[src/sv/gda_pkg.sv]
// Shared types, constants and calendar helpers for the Gregorian date adder.
package gda_pkg;

    // Field widths of the item and result channels.
    localparam int FIELD_YEAR_BITS  = 16;
    localparam int FIELD_INC_BITS   = 16;
    localparam int FIELD_MONTH_BITS = 4;
    localparam int FIELD_DAY_BITS   = 5;

    // Calendar constants.
    localparam int MONTHS_PER_YEAR  = 12;
    localparam int CYCLE_YEARS      = 400;
    localparam int CENTURY_YEARS    = 100;
    localparam int LEAP_FEB_DAYS    = 29;
    localparam int COMMON_FEB_DAYS  = 28;
    localparam int SHORT_MONTH_DAYS = 30;
    localparam int LONG_MONTH_DAYS  = 31;

    localparam logic [3:0] MONTH_FEB = 4'd2;
    localparam logic [3:0] MONTH_APR = 4'd4;
    localparam logic [3:0] MONTH_JUN = 4'd6;
    localparam logic [3:0] MONTH_SEP = 4'd9;
    localparam logic [3:0] MONTH_NOV = 4'd11;

    // Width of a remainder modulo 400.
    localparam int CYCLE_REM_BITS = 9;

    // Division by 3 as a multiply by ceil(2^17 / 3); exact for dividends below 2^17.
    localparam int          DIV3_RECIP_BITS = 16;
    localparam int          DIV3_SHIFT      = 17;
    localparam logic [15:0] DIV3_RECIP      = 16'd43691;

    typedef enum logic [1:0] {
        OP_SET        = 2'd0,
        OP_ADD_YEARS  = 2'd1,
        OP_ADD_MONTHS = 2'd2,
        OP_ADD_DAYS   = 2'd3
    } op_t;

    typedef enum logic [2:0] {
        ST_IDLE,
        ST_DECODE,
        ST_DIVIDE,
        ST_MOD_START,
        ST_MOD_RUN,
        ST_DAY_LOOP,
        ST_COMMIT
    } state_t;

    typedef struct packed {
        logic capture;
        logic reject;
        logic load_set;
        logic load_years;
        logic divide;
        logic load_months;
        logic load_days;
        logic mod_start;
        logic day_step;
        logic commit;
    } cmd_t;

    typedef struct packed {
        op_t  op;
        logic unset;
        logic mod_busy;
        logic loop_done;
        logic out_busy;
    } status_t;

    // Leap test from the year's remainder modulo 400.
    function automatic logic leap_from_rem(input logic [CYCLE_REM_BITS-1:0] rem);
        logic century;
        century = (rem == CYCLE_REM_BITS'(CENTURY_YEARS))
               || (rem == CYCLE_REM_BITS'(2 * CENTURY_YEARS))
               || (rem == CYCLE_REM_BITS'(3 * CENTURY_YEARS));
        return (rem[1:0] == 2'b00) && !century;
    endfunction

    function automatic logic [FIELD_DAY_BITS-1:0] month_len(input logic leap,
                                                            input logic [3:0] month);
        logic [FIELD_DAY_BITS-1:0] len;
        case (month)
            MONTH_FEB:
            begin
                len = leap ? FIELD_DAY_BITS'(LEAP_FEB_DAYS) : FIELD_DAY_BITS'(COMMON_FEB_DAYS);
            end
            MONTH_APR, MONTH_JUN, MONTH_SEP, MONTH_NOV:
            begin
                len = FIELD_DAY_BITS'(SHORT_MONTH_DAYS);
            end
            default:
            begin
                len = FIELD_DAY_BITS'(LONG_MONTH_DAYS);
            end
        endcase
        return len;
    endfunction

endpackage

[src/sv/gda_in_if.sv]
// Item channel: one date operation per transaction.
interface gda_in_if;
    logic        valid;
    logic        ready;
    logic [1:0]  operation;
    logic [15:0] new_year;
    logic [3:0]  new_month;
    logic [4:0]  new_day;
    logic [15:0] increment;

    modport source (output valid, output operation, output new_year, output new_month,
                    output new_day, output increment, input ready);
    modport sink   (input valid, input operation, input new_year, input new_month,
                    input new_day, input increment, output ready);
endinterface

[src/sv/gda_out_if.sv]
// Result channel: the stored date and the accepted flag after each item.
interface gda_out_if;
    logic        valid;
    logic        ready;
    logic [15:0] cur_year;
    logic [3:0]  cur_month;
    logic [4:0]  cur_day;
    logic        accepted;

    modport source (output valid, output cur_year, output cur_month, output cur_day,
                    output accepted, input ready);
    modport sink   (input valid, input cur_year, input cur_month, input cur_day,
                    input accepted, output ready);
endinterface

[src/sv/gregorian_date_adder_top.sv]
// Top level of the Gregorian date adder: controller, datapath and channel wiring.
//
// The block holds one date. Each transaction on the item channel sets the date or
// adds years, months or days; each produces exactly one transaction on the result
// channel with the stored date afterwards and an accepted flag (0 when rejected).
// Items are worked one at a time. A set or a year add passes through decode, the
// modulo start and modulo run states and commit, and the next item is accepted once
// the controller is back in idle; most of the time goes to reducing the year modulo
// 400 for the leap test, a reciprocal multiplication spread over registered steps.
// A month add has one more state, a divide step for the split of the month count
// into years and months. After those steps a day add walks one calendar month per
// cycle, up to about 2160 months for a 16-bit increment. An add on a date that was
// never set is rejected at decode. The result sits in an output register: while the
// receiver stalls, the next item is still accepted and worked, and it waits only at
// its final commit step. Reset is asynchronous: the date returns to zero (unset),
// the state machine idles and no result is pending.
module gregorian_date_adder_top #(
    parameter int YEAR_BITS      = 16,
    parameter int INCREMENT_BITS = 16
) (
    input logic             clk,
    input logic             rst_n,
    gda_in_if.sink          item,
    gda_out_if.source       result
);

    gda_pkg::cmd_t    cmd;
    gda_pkg::status_t status;

    gda_ctrl u_ctrl (
        .clk      (clk),
        .rst_n    (rst_n),
        .in_valid (item.valid),
        .in_ready (item.ready),
        .status   (status),
        .cmd      (cmd)
    );

    gda_dpath #(
        .YEAR_BITS      (YEAR_BITS),
        .INCREMENT_BITS (INCREMENT_BITS)
    ) u_dpath (
        .clk       (clk),
        .rst_n     (rst_n),
        .cmd       (cmd),
        .status    (status),
        .operation (item.operation),
        .new_year  (item.new_year),
        .new_month (item.new_month),
        .new_day   (item.new_day),
        .increment (item.increment),
        .cur_year  (result.cur_year),
        .cur_month (result.cur_month),
        .cur_day   (result.cur_day),
        .accepted  (result.accepted),
        .out_valid (result.valid),
        .out_ready (result.ready)
    );

endmodule

[src/sv/gda_mod400.sv]
// Remainder of a year modulo 400 by reciprocal multiplication, with a single-step increment.
module gda_mod400 #(
    parameter int VALUE_BITS = 17
) (
    input  logic                                  clk,
    input  logic                                  rst_n,
    input  logic                                  start,
    input  logic                                  step,
    input  logic [VALUE_BITS-1:0]                 value,
    output logic                                  busy,
    output logic [gda_pkg::CYCLE_REM_BITS-1:0]    rem
);

    // 400 is 16 times 25: the low four bits pass straight through and the rest is
    // reduced modulo 25, so the remainder is 16 * (w mod 25) + low bits.
    localparam int LOW_BITS  = 4;
    localparam int R25_BITS  = 5;
    localparam int MOD25     = gda_pkg::CYCLE_YEARS >> LOW_BITS;
    localparam int WW        = VALUE_BITS - LOW_BITS;
    localparam int KW        = WW + 5;
    localparam int QW        = WW - 4;
    localparam int PW        = 2 * WW + 1;
    localparam int RW        = gda_pkg::CYCLE_REM_BITS;

    // ceil(2^KW / 25); the quotient it gives is exact for every WW-bit dividend.
    localparam logic [WW:0] RECIP = (WW + 1)'(((64'd1 << KW) + 64'd24) / 64'd25);

    localparam logic [1:0] CNT_QUOT = 2'd2;
    localparam logic [1:0] CNT_REM  = 2'd1;

    logic [1:0]          cnt_reg;
    logic [1:0]          cnt_next;
    logic [WW-1:0]       w_reg;
    logic [LOW_BITS-1:0] low_reg;
    logic [QW-1:0]       q_reg;
    logic [RW-1:0]       rem_reg;
    logic [PW-1:0]       prod;
    logic [WW-1:0]       q25;
    logic [WW-1:0]       r25;
    logic [RW-1:0]       rem_inc;

    assign busy = (cnt_reg != '0);
    assign rem  = rem_reg;

    always_comb
    begin
        prod    = PW'(w_reg) * PW'(RECIP);
        q25     = WW'(q_reg) * WW'(MOD25);
        r25     = w_reg - q25;
        rem_inc = (rem_reg == RW'(gda_pkg::CYCLE_YEARS - 1)) ? '0 : rem_reg + 1'b1;
    end

    always_comb
    begin
        if (start)
        begin
            cnt_next = CNT_QUOT;
        end
        else if (busy)
        begin
            cnt_next = cnt_reg - 1'b1;
        end
        else
        begin
            cnt_next = cnt_reg;
        end
    end

    always_ff @(posedge clk or negedge rst_n)
    begin
        if (!rst_n)
        begin
            cnt_reg <= '0;
        end
        else
        begin
            cnt_reg <= cnt_next;
        end
    end

    always_ff @(posedge clk)
    begin
        if (start)
        begin
            w_reg   <= value[VALUE_BITS-1:LOW_BITS];
            low_reg <= value[LOW_BITS-1:0];
        end
        else if (cnt_reg == CNT_QUOT)
        begin
            q_reg <= prod[KW +: QW];
        end
        else if (cnt_reg == CNT_REM)
        begin
            rem_reg <= {r25[R25_BITS-1:0], low_reg};
        end
        else if (step)
        begin
            rem_reg <= rem_inc;
        end
    end

endmodule

[src/sv/gda_ctrl.sv]
// Controller state machine that sequences one date operation at a time.
module gda_ctrl (
    input  logic             clk,
    input  logic             rst_n,
    input  logic             in_valid,
    output logic             in_ready,
    input  gda_pkg::status_t status,
    output gda_pkg::cmd_t    cmd
);

    gda_pkg::state_t state_reg;
    gda_pkg::state_t state_next;

    always_ff @(posedge clk or negedge rst_n)
    begin
        if (!rst_n)
        begin
            state_reg <= gda_pkg::ST_IDLE;
        end
        else
        begin
            state_reg <= state_next;
        end
    end

    always_comb
    begin
        state_next = state_reg;
        case (state_reg)
            gda_pkg::ST_IDLE:
            begin
                if (in_valid)
                begin
                    state_next = gda_pkg::ST_DECODE;
                end
            end
            gda_pkg::ST_DECODE:
            begin
                if (status.op == gda_pkg::OP_SET)
                begin
                    state_next = gda_pkg::ST_MOD_START;
                end
                else if (status.unset)
                begin
                    state_next = gda_pkg::ST_COMMIT;
                end
                else if (status.op == gda_pkg::OP_ADD_MONTHS)
                begin
                    state_next = gda_pkg::ST_DIVIDE;
                end
                else
                begin
                    state_next = gda_pkg::ST_MOD_START;
                end
            end
            gda_pkg::ST_DIVIDE:
            begin
                state_next = gda_pkg::ST_MOD_START;
            end
            gda_pkg::ST_MOD_START:
            begin
                state_next = gda_pkg::ST_MOD_RUN;
            end
            gda_pkg::ST_MOD_RUN:
            begin
                if (!status.mod_busy)
                begin
                    state_next = (status.op == gda_pkg::OP_ADD_DAYS) ?
                                 gda_pkg::ST_DAY_LOOP : gda_pkg::ST_COMMIT;
                end
            end
            gda_pkg::ST_DAY_LOOP:
            begin
                if (status.loop_done)
                begin
                    state_next = gda_pkg::ST_COMMIT;
                end
            end
            gda_pkg::ST_COMMIT:
            begin
                if (!status.out_busy)
                begin
                    state_next = gda_pkg::ST_IDLE;
                end
            end
            default:
            begin
                state_next = gda_pkg::ST_IDLE;
            end
        endcase
    end

    always_comb
    begin
        cmd      = '0;
        in_ready = 1'b0;
        case (state_reg)
            gda_pkg::ST_IDLE:
            begin
                in_ready    = 1'b1;
                cmd.capture = in_valid;
            end
            gda_pkg::ST_DECODE:
            begin
                if (status.op == gda_pkg::OP_SET)
                begin
                    cmd.load_set = 1'b1;
                end
                else if (status.unset)
                begin
                    cmd.reject = 1'b1;
                end
                else
                begin
                    case (status.op)
                        gda_pkg::OP_ADD_YEARS:  cmd.load_years = 1'b1;
                        gda_pkg::OP_ADD_MONTHS: cmd.divide     = 1'b1;
                        gda_pkg::OP_ADD_DAYS:   cmd.load_days  = 1'b1;
                        default:                cmd.reject     = 1'b1;
                    endcase
                end
            end
            gda_pkg::ST_DIVIDE:
            begin
                cmd.load_months = 1'b1;
            end
            gda_pkg::ST_MOD_START:
            begin
                cmd.mod_start = 1'b1;
            end
            gda_pkg::ST_DAY_LOOP:
            begin
                cmd.day_step = !status.loop_done;
            end
            gda_pkg::ST_COMMIT:
            begin
                cmd.commit = !status.out_busy;
            end
            default:
            begin
                cmd = '0;
            end
        endcase
    end

endmodule

[src/sv/gda_dpath.sv]
// Datapath: captured item, candidate date, month divider, day walk, stored date and result register.
module gda_dpath #(
    parameter int YEAR_BITS      = 16,
    parameter int INCREMENT_BITS = 16
) (
    input  logic             clk,
    input  logic             rst_n,
    input  gda_pkg::cmd_t    cmd,
    output gda_pkg::status_t status,
    input  logic [1:0]       operation,
    input  logic [15:0]      new_year,
    input  logic [3:0]       new_month,
    input  logic [4:0]       new_day,
    input  logic [15:0]      increment,
    output logic [15:0]      cur_year,
    output logic [3:0]       cur_month,
    output logic [4:0]       cur_day,
    output logic             accepted,
    output logic             out_valid,
    input  logic             out_ready
);

    localparam int IW = (INCREMENT_BITS < gda_pkg::FIELD_INC_BITS) ?
                        INCREMENT_BITS : gda_pkg::FIELD_INC_BITS;
    localparam int CW = ((YEAR_BITS > gda_pkg::FIELD_YEAR_BITS) ?
                         YEAR_BITS : gda_pkg::FIELD_YEAR_BITS) + 1;
    localparam int DW = IW + 1;
    localparam int TW = IW + 1;
    localparam int XW = IW - 1;
    localparam int QW = IW - 2;
    localparam int PW = XW + gda_pkg::DIV3_RECIP_BITS;
    localparam int MW = gda_pkg::FIELD_MONTH_BITS;
    localparam int RW = gda_pkg::CYCLE_REM_BITS;

    // Captured item.
    gda_pkg::op_t    op_reg;
    logic [15:0]     new_year_reg;
    logic [MW-1:0]   new_month_reg;
    logic [4:0]      new_day_reg;
    logic [IW-1:0]   inc_reg;

    // Working candidate date.
    logic            rej_reg;
    logic [CW-1:0]   y_reg;
    logic [MW-1:0]   m_reg;
    logic [DW-1:0]   d_reg;
    logic [TW-1:0]   t_reg;
    logic [QW-1:0]   q_reg;

    // Stored date.
    logic [YEAR_BITS-1:0] year_reg;
    logic [MW-1:0]        month_reg;
    logic [4:0]           day_reg;

    // Result register.
    logic [15:0]   cur_year_reg;
    logic [MW-1:0] cur_month_reg;
    logic [4:0]    cur_day_reg;
    logic          accepted_reg;
    logic          out_valid_reg;

    logic          mod_busy;
    logic [RW-1:0] rem;
    logic          leap;
    logic [4:0]    mlen;
    logic          y_over;
    logic          loop_done;
    logic          date_ok;
    logic [TW-1:0] t_next;
    logic [XW-1:0] x;
    logic [PW-1:0] prod;
    logic [TW-1:0] q12;
    logic [TW-1:0] rem12;
    logic          wrap;

    gda_mod400 #(
        .VALUE_BITS (CW)
    ) u_mod400 (
        .clk   (clk),
        .rst_n (rst_n),
        .start (cmd.mod_start),
        .step  (wrap),
        .value (y_reg),
        .busy  (mod_busy),
        .rem   (rem)
    );

    always_comb
    begin
        leap      = gda_pkg::leap_from_rem(rem);
        mlen      = gda_pkg::month_len(leap, m_reg);
        y_over    = |y_reg[CW-1:YEAR_BITS];
        loop_done = y_over || (d_reg <= DW'(mlen));
        date_ok   = !rej_reg && !y_over && (y_reg != '0)
                 && (m_reg != '0) && (m_reg <= MW'(gda_pkg::MONTHS_PER_YEAR))
                 && (d_reg != '0) && (d_reg <= DW'(mlen));
        wrap      = cmd.day_step && (m_reg == MW'(gda_pkg::MONTHS_PER_YEAR));

        // Months since January of the stored year, then split into years and months.
        t_next = TW'(month_reg - 1'b1) + TW'(inc_reg);
        x      = t_next[TW-1:2];
        prod   = PW'(x) * PW'(gda_pkg::DIV3_RECIP);
        q12    = (TW'(q_reg) << 3) + (TW'(q_reg) << 2);
        rem12  = t_reg - q12;
    end

    assign status.op        = op_reg;
    assign status.unset     = (month_reg == '0);
    assign status.mod_busy  = mod_busy;
    assign status.loop_done = loop_done;
    assign status.out_busy  = out_valid_reg && !out_ready;

    always_ff @(posedge clk)
    begin
        if (cmd.capture)
        begin
            op_reg        <= gda_pkg::op_t'(operation);
            new_year_reg  <= new_year;
            new_month_reg <= new_month;
            new_day_reg   <= new_day;
            inc_reg       <= increment[IW-1:0];
            rej_reg       <= 1'b0;
        end
        if (cmd.reject)
        begin
            rej_reg <= 1'b1;
        end
        if (cmd.divide)
        begin
            t_reg <= t_next;
            q_reg <= prod[gda_pkg::DIV3_SHIFT +: QW];
        end
        if (cmd.load_set)
        begin
            y_reg <= CW'(new_year_reg);
            m_reg <= new_month_reg;
            d_reg <= DW'(new_day_reg);
        end
        else if (cmd.load_years)
        begin
            y_reg <= CW'(year_reg) + CW'(inc_reg);
            m_reg <= month_reg;
            d_reg <= DW'(day_reg);
        end
        else if (cmd.load_months)
        begin
            y_reg <= CW'(year_reg) + CW'(q_reg);
            m_reg <= rem12[MW-1:0] + 1'b1;
            d_reg <= DW'(day_reg);
        end
        else if (cmd.load_days)
        begin
            y_reg <= CW'(year_reg);
            m_reg <= month_reg;
            d_reg <= DW'(day_reg) + DW'(inc_reg);
        end
        else if (cmd.day_step)
        begin
            // Walk forward one month, carrying into the year after December.
            d_reg <= d_reg - DW'(mlen);
            if (wrap)
            begin
                m_reg <= MW'(1);
                y_reg <= y_reg + 1'b1;
            end
            else
            begin
                m_reg <= m_reg + 1'b1;
            end
        end
    end

    always_ff @(posedge clk or negedge rst_n)
    begin
        if (!rst_n)
        begin
            year_reg  <= '0;
            month_reg <= '0;
            day_reg   <= '0;
        end
        else if (cmd.commit && date_ok)
        begin
            year_reg  <= y_reg[YEAR_BITS-1:0];
            month_reg <= m_reg;
            day_reg   <= d_reg[4:0];
        end
    end

    always_ff @(posedge clk)
    begin
        if (cmd.commit)
        begin
            cur_year_reg  <= date_ok ? 16'(y_reg[YEAR_BITS-1:0]) : 16'(year_reg);
            cur_month_reg <= date_ok ? m_reg : month_reg;
            cur_day_reg   <= date_ok ? d_reg[4:0] : day_reg;
            accepted_reg  <= date_ok;
        end
    end

    always_ff @(posedge clk or negedge rst_n)
    begin
        if (!rst_n)
        begin
            out_valid_reg <= 1'b0;
        end
        else if (cmd.commit)
        begin
            out_valid_reg <= 1'b1;
        end
        else if (out_ready)
        begin
            out_valid_reg <= 1'b0;
        end
    end

    assign cur_year  = cur_year_reg;
    assign cur_month = cur_month_reg;
    assign cur_day   = cur_day_reg;
    assign accepted  = accepted_reg;
    assign out_valid = out_valid_reg;

endmodule
[src/flat_wrapper.sv]
// flat-port wrapper written by rule: the top's interface ports become plain ports
module gregorian_date_adder_top_flat 
#(
    parameter int YEAR_BITS      = 16,
    parameter int INCREMENT_BITS = 16
)
  (clk, rst_n, item_valid, item_operation, item_new_year, item_new_month, item_new_day, item_increment, item_ready, result_valid, result_cur_year, result_cur_month, result_cur_day, result_accepted, result_ready);
  gda_in_if item_i ();
  gda_out_if result_i ();
  input logic clk;
  input logic rst_n;
  input wire logic [$bits(item_i.valid)-1:0] item_valid;
  input wire logic [$bits(item_i.operation)-1:0] item_operation;
  input wire logic [$bits(item_i.new_year)-1:0] item_new_year;
  input wire logic [$bits(item_i.new_month)-1:0] item_new_month;
  input wire logic [$bits(item_i.new_day)-1:0] item_new_day;
  input wire logic [$bits(item_i.increment)-1:0] item_increment;
  output wire logic [$bits(item_i.ready)-1:0] item_ready;
  output wire logic [$bits(result_i.valid)-1:0] result_valid;
  output wire logic [$bits(result_i.cur_year)-1:0] result_cur_year;
  output wire logic [$bits(result_i.cur_month)-1:0] result_cur_month;
  output wire logic [$bits(result_i.cur_day)-1:0] result_cur_day;
  output wire logic [$bits(result_i.accepted)-1:0] result_accepted;
  input wire logic [$bits(result_i.ready)-1:0] result_ready;
  assign item_i.valid = item_valid;
  assign item_i.operation = item_operation;
  assign item_i.new_year = item_new_year;
  assign item_i.new_month = item_new_month;
  assign item_i.new_day = item_new_day;
  assign item_i.increment = item_increment;
  assign item_ready = item_i.ready;
  assign result_valid = result_i.valid;
  assign result_cur_year = result_i.cur_year;
  assign result_cur_month = result_i.cur_month;
  assign result_cur_day = result_i.cur_day;
  assign result_accepted = result_i.accepted;
  assign result_i.ready = result_ready;
  gregorian_date_adder_top #(.YEAR_BITS(YEAR_BITS), .INCREMENT_BITS(INCREMENT_BITS)) u_core (.clk(clk), .rst_n(rst_n), .item(item_i), .result(result_i));
endmodule
[config.mk]
export PLATFORM = sky130hd
export DESIGN_NAME = gregorian_date_adder_top_flat
export DESIGN_NICKNAME = d
export VERILOG_FILES = /design/src/sv/gda_pkg.sv /design/src/sv/gda_in_if.sv /design/src/sv/gda_out_if.sv /design/src/sv/gregorian_date_adder_top.sv /design/src/sv/gda_mod400.sv /design/src/sv/gda_ctrl.sv /design/src/sv/gda_dpath.sv /design/src/flat_wrapper.sv
export SDC_FILE = /design/constraint.sdc
export NUM_CORES = 1
export LEC_CHECK = 0
export ABC_AREA = 1
export BUFFER_PORTS_ARGS = -buffer_cell sky130_fd_sc_hd__buf_2
export CELL_PAD_IN_SITES_DETAIL_PLACEMENT = 2
export CELL_PAD_IN_SITES_GLOBAL_PLACEMENT = 2
export CORE_MARGIN = 2
export CORE_UTILIZATION = 42
export DETAILED_ROUTE_END_ITERATION = 16
export PLACE_DENSITY = 0.9
export SLEW_MARGIN = 10
export SYNTH_ARGS = -nofsm -noshare
export SYNTH_HDL_FRONTEND = slang
export SYNTH_SLANG_ARGS = --single-unit
export TNS_END_PERCENT = 20
[constraint.sdc]
create_clock -name clk -period 12.27 [get_ports clk]
set_input_delay 0 -clock clk [delete_from_list [all_inputs] [get_ports clk]]
set_output_delay 0 -clock clk [all_outputs]
set_load 0.03 [all_outputs]
==> results.py <==
metrics = {
    "logic_synthesis": {
        "synth_fa_ha_area_frac": 0.2914,
        "synth_xor_area_frac": 0.03574,
        "yosysTopAreaCellShare": 0.2206,
        "async_flop_share": 0.1649,
        "synth_area_leaders": "edfxtp_1 22%, ha_1 16%, fa_1 13%",
        "synth-simple-area-share": 0.1989,
        "synth_edf_count": 143,
        "synth_top_family_by_area": "adder cells",
        "muxShareOfSynthArea": 0,
        "synth_area_per_cell_sq_um": 8.155,
        "synth_compound_gate_area_share": 0.1032,
        "ys_seq_area_frac": 0.2748,
        "synthFlopType": "edfxtp_1",
        "synth-seq-cells": 188,
        "syn_inst": 2387,
        "netlist_top_cells_count": "509 x nand2_1, 443 x inv_1, 255 x ha_1",
        "yosysWarnings": 0,
        "synth_fp_nets": 2813,
        "syn_area_sq_mm": 0.01947,
        "yosysMostFrequentCell": "nand2_1",
        "yosysUniqueCellTypes": 58,
        "yosysTopAreaCell": "edfxtp_1",
    },
    "clocking": {
        "clock_latency_ps": 530,
        "clkTransAtPathRegs_ps": 90,
        "cts-resized-gates": 0,
        "clkSinkCount": 188,
        "htreeDepth": 4,
        "clockBufferDepth": 2,
        "cts_inserted_buffers": 17,
        "ctsRootBufferMaster": "clkbuf_16",
        "tritoncts": "yes",
    },
    "worst_setup_path": {
        "worst_ep_required_time_ps": 12530,
        "cp-end-kind": "flop",
        "crit_buf_inv": 4,
        "crit_type": "flop to flop",
        "cp_slowest_stage_delay_ps": 930,
        "crit_end": "u_core.u_dpath.q_reg[5]",
        "r2r_start": "u_core.u_dpath.month_reg[1]",
        "r2r-end": "u_core.u_dpath.q_reg[5]",
        "r2r.worst_path.cells": 26,
        "critPathTopFamily": "adder cells",
        "cp_max_fo": 13,
        "slowest_stage": "nor2_1",
        "cpMostUsedCell": "ha_1",
        "crit_start": "u_core.u_dpath.month_reg[1]",
        "cp.depth": 26,
        "arrival_ps": 8890,
        "startpoint_type": "flop",
        "rrSetupSlack_ps": 3650,
    },
    "timing": {
        "period_share": 0.7028,
        "hold_violations": 0,
        "maxSlewViolCount": 0,
        "fin_skew_ps": 22.32,
        "max_slew_margin": 0.1791,
        "min_period_ps": 8624,
        "tightest_slew_ps": 1227,
        "rsz0062_at_grt": "no",
        "setup_tns_ps": 0,
        "clock.fmax_ghz": 0.1160,
        "setup_viol_count_final": 0,
    },
    "layout": {
        "area_delta_synth_final_pct": 10.88,
        "final_nets": 2929,
        "drive_gt1_frac": 0.06240,
        "stdcell_area_sq_mm": 0.02158,
        "fillers": 5078,
    },
    "outcome": {
        "outcome": "finished, final reports clean",
    },
    "global_routing": {
        "grt_use_total": 0.3986,
        "grt_max_degree": 52,
        "antenna_found_initial": 1,
        "grt_first_pass_wirelength_um": 139800,
        "overflow": 0,
        "first_global_vias": 21940,
    },
    "floorplan": {
        "dieArea_sq_mm": 0.04809,
        "core_sq_mm": 0.04558,
        "pin_count": 75,
        "die_h_um": 219.3,
        "rows": 78,
        "initial_utilization": 0.4271,
        "die_width_um": 219.3,
    },
    "routing": {
        "dr.first_iter.drc_count": 1551,
        "ant_nets": 0,
        "vias": 19094,
        "vias_per_cell": 6.126,
        "wl_um": 94190,
        "drc": 0,
        "wl_per_cell_um": 30.22,
        "dr.pass1.iters": 7,
    },
    "place": {
        "port_buffers": 74,
        "placed_area_sq_mm": 0.02050,
        "gp_congestion": 0.8888,
        "dp_hpwl_um": 64010,
    },
    "flow_run": {
        "maxCapViolCount": 0,
    },
    "worst_hold_path": {
        "hp-class": "input pin to asynchronous set/reset pin",
    },
}
## logic make-up (layout without fill, tap and decap cells)
kind of cell	count (synthesis)	in the layout
simple gates	901	901
flops	188	188
xor+xnor	76	76
compound gates	360	360
other cells	0	1
fa+ha+maj	379	379
buf+inv	483	612
## area by class of cell
class | count | area, sq um | share of cell area
multi-input cells | 1716 | 12270 | 0.5684
repair buffers | 128 | 890.9 | 0.04127
inverters | 452 | 1702 | 0.07884
flip-flops and latches | 188 | 5350 | 0.2479
clock inverters | 14 | 191.4 | 0.008869
clock buffers | 18 | 429.2 | 0.01988
well taps | 600 | 750.7 | 0.03478
diodes | 1 | 2.502 | 0.0001159
## placed cells by master (no fill, tap or decap), drive strengths merged, types with 3 or more instances in the layout
| cell type | count |
|---|---|
| a21o | 15 |
| a21oi | 130 |
| a31oi | 17 |
| and2 | 3 |
| and3 | 4 |
| buf | 82 |
| clkbuf | 18 |
| clkinv | 6 |
| dfrtp | 31 |
| dfxtp | 14 |
| dlygate4sd3 | 46 |
| edfxtp | 143 |
| fa | 124 |
| ha | 255 |
| inv | 459 |
| nand2 | 517 |
| nand3 | 137 |
| nand3b | 12 |
| nand4 | 25 |
| nor2 | 163 |
| nor3 | 29 |
| nor4 | 6 |
| o211ai | 8 |
| o21a | 3 |
| o21ai | 154 |
| o21bai | 10 |
| o22ai | 6 |
| o31ai | 3 |
| or2 | 4 |
| xnor2 | 24 |
| xor2 | 52 |
## layer usage
layer / global-route usage / up-vias / share of wire
met1: 0.4285 / 9605 / 0.36
met4: 0.2899 / 0 / 0.079
met2: 0.6889 / 1002 / 0.49
li1: - / 8020 / -
met3: 0.08884 / 467 / 0.069
met5: 0 / - / 0
## worst reg2reg max path: cells and delay by family (launching register included)
family / cells / cell delay, ps
fa+ha+maj: 9 / 4180
compound gates: 7 / 1460
simple gates: 4 / 1340
buf+inv: 4 / 600
flops: 1 / 460
xor+xnor: 2 / 330
## how the worst min path moves through the flow
stage               slack (ps)                          end               from
global placement           120   u_core.u_dpath.year_reg[8]              rst_n
global route               180    u_core.u_dpath.inc_reg[3]  item_increment[3]
CTS                        130   u_core.u_ctrl.state_reg[1]              rst_n
floorplan                 -300   u_core.u_ctrl.state_reg[0]              rst_n
detailed placement         150  u_core.u_dpath.year_reg[12]              rst_n
finish                     180   u_core.u_dpath.year_reg[8]              rst_n
## stage by stage
step	setup WS, ps	hold slack [ps]	cells	util
floorplan	5256	-295.6	2387	-
global route	3283	179.2	3116	0.4735
global placement	4469	124.6	3038	0.4498
CTS	3780	127.3	3116	0.4735
finish	3646	178.2	3117	0.4736
detailed placement	4033	151.8	3038	0.4498
## what timing repair did
action                    CTS  global route
hold endpoints to repair   77             0
buffers inserted            0             0
hold buffers               46             0
Power is not shown: default switching activity piles up to over one toggle a cycle in this logic, so the estimate is an artifact.
